--- src/hw/rtl/bafv_pkg.sv ---
// Package for the barometric altitude filter: constants, types and power table function.
`default_nettype none
package bafv_pkg;

  localparam int POWER_TABLE_ENTRIES_DEF = 256;
  localparam logic [15:0] WEIGHT_RESET = 16'd6554;
  localparam logic [16:0] PREF_RESET = 17'd101325;
  localparam int DIV_DW = 36;
  localparam int DIV_VW = 32;

  localparam logic [7:0] REG_WEIGHT = 8'd0;
  localparam logic [7:0] REG_PREF = 8'd1;

  localparam longint EXPONENT_Q30 = 64'sd204333069;

  typedef struct packed {
    logic busy;
    logic done;
  } div_status_t;

  // integer square root, bit by bit
  function automatic longint unsigned bafv_isqrt(longint unsigned v);
    longint unsigned res;
    longint unsigned bitv;
    longint unsigned x;
    res = 0;
    x = v;
    bitv = 64'd1 << 62;
    while (bitv > x) bitv = bitv >> 2;
    while (bitv != 0) begin
      if (x >= res + bitv) begin
        x = x - (res + bitv);
        res = (res >> 1) + bitv;
      end else begin
        res = res >> 1;
      end
      bitv = bitv >> 2;
    end
    return res;
  endfunction

  // table entry i of (2i/n)^0.1903 in Q1.16, evaluated at elaboration
  function automatic logic [16:0] pow_entry(int i, int n);
    longint unsigned rs [31];
    longint unsigned num;
    longint unsigned rem;
    longint unsigned xq;
    longint unsigned x;
    longint unsigned r;
    longint unsigned fu;
    longint e;
    longint frac;
    longint lg;
    longint y;
    longint ip;
    longint sh;
    int b;
    if (i == 0) return 17'd0;
    rs[0] = 64'd1 << 31;
    for (b = 1; b <= 30; b++) rs[b] = bafv_isqrt(rs[b-1] << 30);
    num = longint'(2 * i) << 30;
    rem = 0;
    xq = 0;
    for (b = 63; b >= 0; b--) begin
      rem = (rem << 1) | ((num >> b) & 64'd1);
      xq = xq << 1;
      if (rem >= longint'(n)) begin
        rem = rem - longint'(n);
        xq = xq | 64'd1;
      end
    end
    x = xq;
    e = 0;
    frac = 0;
    while (x >= (64'd1 << 31)) begin
      x = x >> 1;
      e = e + 1;
    end
    while (x < (64'd1 << 30)) begin
      x = x << 1;
      e = e - 1;
    end
    for (b = 29; b >= 0; b--) begin
      x = (x * x) >> 30;
      if (x >= (64'd1 << 31)) begin
        x = x >> 1;
        frac = frac | (64'sd1 << b);
      end
    end
    lg = e * (64'sd1 << 30) + frac;
    y = (lg * EXPONENT_Q30) >>> 30;
    ip = y >>> 30;
    fu = longint'(y - ip * (64'sd1 << 30));
    r = 64'd1 << 30;
    for (b = 1; b <= 30; b++)
      if (((fu >> (30 - b)) & 64'd1) != 0) r = (r * rs[b]) >> 30;
    sh = 14 - ip;
    if (sh < 0) sh = 0;
    if (sh >= 63) return 17'd0;
    r = r >> sh;
    return r[16:0];
  endfunction

endpackage
`default_nettype wire

--- src/hw/rtl/bafv_serial_div.sv ---
// Restoring divider, one quotient bit per cycle.
`default_nettype none
module bafv_serial_div
  import bafv_pkg::*;
#(
  parameter int DW = DIV_DW,
  parameter int VW = DIV_VW
) (
  input  wire logic          clk,
  input  wire logic          rst,
  input  wire logic          start,
  input  wire logic [DW-1:0] dividend,
  input  wire logic [VW-1:0] divisor,
  output div_status_t        status,
  output logic      [DW-1:0] quotient
);

  localparam int CW = $clog2(DW + 1);

  logic [VW-1:0] rem;
  logic [VW-1:0] dvs;
  logic [CW-1:0] cnt;
  logic          busy;
  logic          done;
  logic [VW:0]   rem_sh;
  logic          take;

  assign rem_sh = {rem, quotient[DW-1]};
  assign take = (rem_sh >= {1'b0, dvs});

  always_ff @(posedge clk) begin
    if (rst) begin
      busy <= 1'b0;
      done <= 1'b0;
      cnt <= '0;
    end else begin
      done <= 1'b0;
      if (start) begin
        busy <= 1'b1;
        cnt <= '0;
      end else if (busy) begin
        cnt <= cnt + 1'b1;
        if (cnt == CW'(DW - 1)) begin
          busy <= 1'b0;
          done <= 1'b1;
        end
      end
    end
  end

  // shift dividend bits out of the top as quotient bits enter at the bottom
  always_ff @(posedge clk) begin
    if (start) begin
      quotient <= dividend;
      rem <= '0;
      dvs <= divisor;
    end else if (busy) begin
      quotient <= {quotient[DW-2:0], take};
      rem <= take ? VW'(rem_sh - {1'b0, dvs}) : rem_sh[VW-1:0];
    end
  end

  assign status.busy = busy;
  assign status.done = done;

endmodule
`default_nettype wire
--- config.mk ---
export PLATFORM = sky130hd
export DESIGN_NAME = bafv_serial_div
export DESIGN_NICKNAME = d
export VERILOG_FILES = /design/src/hw/rtl/bafv_pkg.sv /design/src/hw/rtl/bafv_serial_div.sv
export SDC_FILE = /design/constraint.sdc
export NUM_CORES = 1
export LEC_CHECK = 0
export BUFFER_PORTS_ARGS = -buffer_cell sky130_fd_sc_hd__buf_2
export CAP_MARGIN = 20
export CORE_ASPECT_RATIO = 2
export CORE_MARGIN = 3
export CORE_UTILIZATION = 55
export DETAILED_ROUTE_END_ITERATION = 6
export PLACE_DENSITY = 0.88
export SYNTH_ARGS = -nofsm -noshare
export SYNTH_HDL_FRONTEND = slang
export SYNTH_SLANG_ARGS = --single-unit
--- constraint.sdc ---
create_clock -name clk -period 4.3 [get_ports clk]
set_clock_uncertainty 0.1 [all_clocks]
set_input_delay 0.86 -clock clk [delete_from_list [all_inputs] [get_ports clk]]
set_output_delay 0.86 -clock clk [all_outputs]
set_load 0.01 [all_outputs]
==> results of run 1 <==
## metrics by stage
step	cells	cell area [sq um]
final	822	6978
after global routing	822	6978
after CTS	822	6978
after detailed placement	806	6676
after global placement	806	6676
after floorplan	580	6047
## how the worst max path moves through the flow
stage          slack (ps)      end  depth (start not counted)          from
2_1_floorplan        1120  rem[30]                         12  quotient[35]
3_3_place_gp         1060  rem[30]                         12  quotient[35]
3_5_place_dp          830  rem[30]                         12  quotient[35]
4_1_cts               810  rem[30]                         12  quotient[35]
5_1_grt               670  rem[30]                         12  quotient[35]
6_report              790  rem[30]                         12  quotient[35]
## final cells by class
| type | instances | share of cell area |
|---|---|---|
| timing repair buffer | 113 | 0.08320 |
| inverter | 43 | 0.02313 |
| clock buffer | 10 | 0.03425 |
| multi-input combinational | 405 | 0.4185 |
| sequential | 108 | 0.4074 |
| clock inverter | 6 | 0.008965 |
| tap | 137 | 0.02457 |
## power breakdown
group	internal, mW	switching [mW]	total [mW]
clock network	0.426	0.415	0.841
logic	0.261	0.356	0.617
registers	1.20	0.0534	1.25
total	1.89	0.825	2.71
## flip-flops by register name, indices dropped and copies added, names as in the netlist
| name | cells |
|---|---|
| quotient | 36 |
| dvs | 32 |
| rem | 32 |
| cnt | 6 |
| busy | 1 |
| done | 1 |
## worst max-delay path, cell delays in order, from the launching register on
cell       delay (ps)
edfxtp_1          370
inv_1              60
ha_1              230
fa_1              410
nand2b_1          190
a21oi_2           140
a211oi_2           80
a2bb2oi_2         220
o211a_4           280
o311a_4           380
o31ai_2           290
mux2_1            360
a311oi_1          290
## cells by family (layout without fill, tap and decap cells)
logic type	count (synthesis)	count (layout)	synth area share
compound gates	152	152	0.1786
simple gates	148	148	0.1132
flops	108	108	0.4701
buf+inv	67	172	0.04697
mux	43	43	0.07904
fa+ha+maj	34	34	0.07159
xor+xnor	28	28	0.04056
## layer usage
metal	vias up	track usage
met4	0	0.1587
met2	207	0.4367
met5	-	0
li1	2312	-
met1	2336	0.2510
met3	67	0.04953
## cells in the final DEF, fill, tap and decap left out, drive strengths merged, types with 2 or more instances in the layout
cell	netlist	routed
a211oi	22	22
a21oi	48	48
nand2b	8	8
a21boi	6	6
xor2	15	15
a31o	2	2
a31oi	4	4
a221oi	2	2
or3	2	2
nand4	6	6
nor2	55	55
o21ai	19	19
a22oi	3	3
nor3	15	15
nand3	5	5
buf	13	113
edfxtp	68	68
mux2	38	38
clkinv	1	3
o211ai	4	4
and2	2	2
o31ai	5	5
a21o	16	16
o211a	2	2
o21bai	4	4
inv	42	46
mux2i	5	5
nor4	2	2
nand2	38	38
ha	33	33
nor2b	8	8
o21a	4	4
clkbuf	11	10
dfxtp	40	40
nand4b	2	2
xnor2	13	13
o221ai	3	3
a2bb2oi	2	2
==> impl_results.md, run 1 <==
- First-pass GRT wire length: 23760 um
- Area of the multi-input gates: 0.002920 sq mm
- Run status: finished, final reports clean
- IO Count: 109
- DP Worst Slack: 827.8 ps
- Row cnt: 53
- Unrepaired setup endpoints after global routing: false
- Terminus of the critical flop-to-flop path: rem[30]
- Fmax: 285.1 MHz
- YS warnings: 0
- Inserted Diodes: 0
- Crit path time final: 3508 ps
- Number of max-cap violations: 0
- Hold_sp: rem[21]
- Final Hold Fails: 0
- DR top layer: met4
- PwrDens: 388.5 mW/mm^2
- Total GRT Usage: 0.2452
- Via count: 4922
- Clk sinks: 108
- Layout cells sized above 1: 0.2672
- Relative slew slack: 0.4846
- Mapped Cells: 580
- Die area: 0.01237 sq mm
- Bufs on Longest Clock Path: 2
- DIE WIDTH: 80.15 um
- Final Worst Setup Slack: 792.0 ps
- CTS tree: done
- Met3 WL post-DR: 766 um
- Pleak: 2.955 nW
- Synth-to-layout area growth: 15.39%
- Starting DRT DRC Count: 330
- Fraction of registers with async set/reset: 0
- Ys flop type: edfxtp_1
- Crit path launch type: flip-flop
- Final TNS setup: 0 ps
- Netlist cell types: 64
- 1st-pass router iterations: 4
- WL per Instance: 17.69 um
- Area share of the largest cell type after synthesis: 0.3377
- # fillers: 837
- Final worst path period share: 0.8158
- CP Capture Type: flip-flop
- Crit path max fanout: 4
- HP Class: flip-flop to flip-flop
- Final WL: 14540 um
- Hold path endpoint: rem[21]
- Worst skew pair latency: 360 ps
- Most frequent cells after synthesis: edfxtp_1 (68), nor2_1 (55), a21oi_1 (45), inv_1 (42), dfxtp_1 (40)
- Worst slew pin tran: 772.0 ps
- DP Wirelength: 10830 um
- Average via count per standard cell: 5.988
- Hold path depth: 2
- Leading post-synthesis cells by cell area: edfxtp_1 (34%), dfxtp_1 (13%), mux2_2 (6.9%), ha_1 (6.8%), a21oi_1 (3.7%)
- GR Overflow Total: 0
- Data required, critical path: 4450 ps
- Worst reg2reg path depth: 12
- H-tree depth: 3
- Max-slew violations: 0
- FF-to-FF Start: quotient[35]
- Most common cell in the netlist: edfxtp_1
- Nets: 785
- Final core utilization: 0.6577
- Post-cts gate resize count: 0
- Total power draw: 2.711 mW
- Largest net degree at the start of global routing: 53
- Initial Util: 0.5699
- Seq. cell area: 0.002843 sq mm
- CP arrival: 3660 ps
- Net count after synthesis: 685
- Num CTS Buffers: 9
- CTS Root Cell: clkbuf_16
- Flop2flop setup slack: 790 ps
- Antenna-violating nets left: 0
- Met1 Wirelength: 5042 um
- Synthesized area per cell: 10.43 sq um
- CTS Hold Buffers Added: 0
- Core area: 0.01061 sq mm
- Worst-path clk slew: 80 ps
- Post-synthesis sequential area ratio: 0.4701
- Port buffer count: 108
- #FFs+latches synth: 108
- # DRC: 0
- Maximum vdd drop: 0.0002554 V
- Post-synth top area cell: edfxtp_1
- Die Height: 154.3 um
- Synth Cell Area: 0.006047 sq mm
- Setup bufs post-CTS: 0
- EDFF count, synth: 68
- Fin Hold WS: 379.8 ps
- Initial antenna violation count: 0
- RD Place Congestion: 0.9434
- Critical setup path kind: flip-flop to flip-flop
- Final setup vio count: 0
- Metal2 WL: 7897 um
- Vias in the first global route: 5165
Power figures use the tool's default switching activity.
==> run 2: changes to the inputs <==
- CORE_UTILIZATION: 55 -> 51
- PLACE_DENSITY: 0.88 -> 0.86
- clock period: 4.3 -> 2.9 ns (I/O delays scaled with it)
==> run 2 against run 1 <==
  * The run now ends with negative setup slack left
  * Die area is 7.4% higher
  * Sequential power is 49% higher
  * Critical path depth unchanged
  * Wire length rose by 8.4%
  * Core utilization rose by 1.6 points
  * Critical path type unchanged
  * Largest power group unchanged
  * Highest routed layer unchanged
==> impl_results.md, run 2 (synthesis gave the netlist of run 1 again) <==
- Run status: finished, violations left
- Failing checks: negative setup slack
- Starting DRT DRC Count: 237
- Critical setup path kind: flip-flop to flip-flop
- Die area: 0.01328 sq mm
- PwrDens: 560.0 mW/mm^2
- Final worst path period share: 1.030
- Crit path cell chain: inv_2 > ha_4 > fa_2 > nand2b_4 > a21oi_2 > a211oi_2 > a2bb2oi_2 > o211a_4 > o311a_4 > o31ai_4 > mux2_4 > a311oi_2
- WL per Instance: 18.07 um
- Row cnt: 55
- Core area: 0.01142 sq mm
- 1st-pass router iterations: 5
- Most common cell after layout, fill and taps aside: buf_2
- Total GRT Usage: 0.2230
- Most frequent cells in the layout: buf_2 (107), edfxtp_1 (68), nor2_1 (54)
- Final setup vio count: 2
- Via count: 5068
- Max FFs per register: 36
- Crit path max fanout: 3
- Relative slew slack: 0.4929
- Clock power share: 0.300
- Largest net degree at the start of global routing: 54
- Placed insts: 844
- Fmax: 334.9 MHz
- Number of max-cap violations: 0
- Sequential Power Share: 0.431
- CP arrival: 3160 ps
- Crit path time final: 2986 ps
- CTS tree: done
- Slowest stage delay, CP: 380 ps
- GR Overflow Total: 0
- Antenna-violating nets left: 0
- Biggest regs: quotient x36, dvs x32, rem x32
- Seq. cell area: 0.002844 sq mm
- DP Wirelength: 11290 um
- RD Place Congestion: 0.9069
- Vias in the first global route: 5290
- Slowest cell on the critical path: edfxtp_1
- Clk sinks: 108
- Port buffer count: 108
- Area of the multi-input gates: 0.003161 sq mm
- H-tree depth: 3
- First-pass GRT wire length: 24210 um
- Initial antenna violation count: 0
- Final TNS setup: -87.16 ps
- P_sw: 1.345 mW
- CP Capture Type: flip-flop
- Bufs on Longest Clock Path: 2
- Critical path buffer and inverter count: 1
- HP Class: input port to flip-flop
- # DRC: 0
- Num CTS Buffers: 9
- Die Height: 160.0 um
- Pleak: 3.236 nW
- # fillers: 850
- Data required, critical path: 3070 ps
- Comb pwr share: 0.269
- Maximum vdd drop: 0.0004604 V
- CTS Hold Buffers Added: 0
- Inserted Diodes: 0
- Net Sw Frac: 0.3122
- Int Pwr: 2.963 mW
- Top reg by flops: quotient
- Worst slew pin tran: 757.8 ps
- Max-slew violations: 0
- Unrepaired setup endpoints after global routing: true
- Final Worst Setup Slack: -86.38 ps
- DIE WIDTH: 83.00 um
- Top delay family on crit path: compound AO/OA/AOI/OAI gates
- Fin cells: 872
- Crit path launch type: flip-flop
- Initial Util: 0.5294
- Layout cells sized above 1: 0.3630
- IO Count: 109
- Worst-path clk slew: 90 ps
- Final WL: 15760 um
- CTS Root Cell: clkbuf_16
- Final Hold Fails: 0
- Nets: 830
- Worst skew pair latency: 360 ps
- Average via count per standard cell: 5.812
- Synth-to-layout area growth: 27.23%
## run 2: worst paths after layout
kind,to,cells after the start,start,slack [ps]
max reg2reg,rem[30],12,quotient[35],-90
min,dvs[14],1,divisor[14],290
max,rem[30],12,quotient[35],-90
min reg2reg,done,2,cnt[5],390
## run 2: layer usage
metal / GRT usage / up-vias / share of wire
li1: - / 2392 / -
met1: 0.2151 / 2414 / 0.34
met2: 0.4225 / 189 / 0.55
met3: 0.03769 / 73 / 0.045
met4: 0.1451 / 0 / 0.060
met5: 0 / - / 0
## run 2: power groups by stage
stage                     sequential (mW)  combinational, mW  clock (mW)
final                                1.86               1.16        1.29
after detailed placement             1.88               1.00           0
after global placement               1.88              0.968           0
after floorplan                      1.89              0.635           0
after CTS                            1.85               1.03        1.31
after global routing                 1.87               1.26        1.37
## run 2: repair_timing
| action | in CTS | in global routing |
|---|---|---|
| buffers inserted | 3 | 7 |
| gates cloned | 0 | 2 |
| endpoints found under the setup margin | 9 | 33 |
| resized for setup | 8 | 42 |
| pin swaps | 1 | 15 |
| endpoints found under the hold margin | 0 | 0 |
## run 2: per-stage QoR
stage / hold WS, ps / utilization / power, mW / worst slack [ps] / area (sq um)
finish: 288.7 / 0.6735 / 4.308 / -86.38 / 7694
floorplan: 342.8 / - / 2.529 / -84.09 / 6060
CTS: 283.5 / 0.6455 / 4.194 / -87.64 / 7373
global placement: 358.0 / 0.6111 / 2.845 / -31.14 / 6980
detailed placement: 372.0 / 0.6111 / 2.884 / -114.8 / 6980
global route: 280.1 / 0.6735 / 4.497 / -140.0 / 7694
## run 2: area by class of cell
type                            instances  share of cell area
Sequential cell                       108              0.3697
Timing Repair Buffer                  158              0.1340
Clock inverter                          7             0.01220
Tap cell                              142             0.02309
Inverter                               43             0.02098
Multi-Input combinational cell        405              0.4108
Clock buffer                            9             0.02927
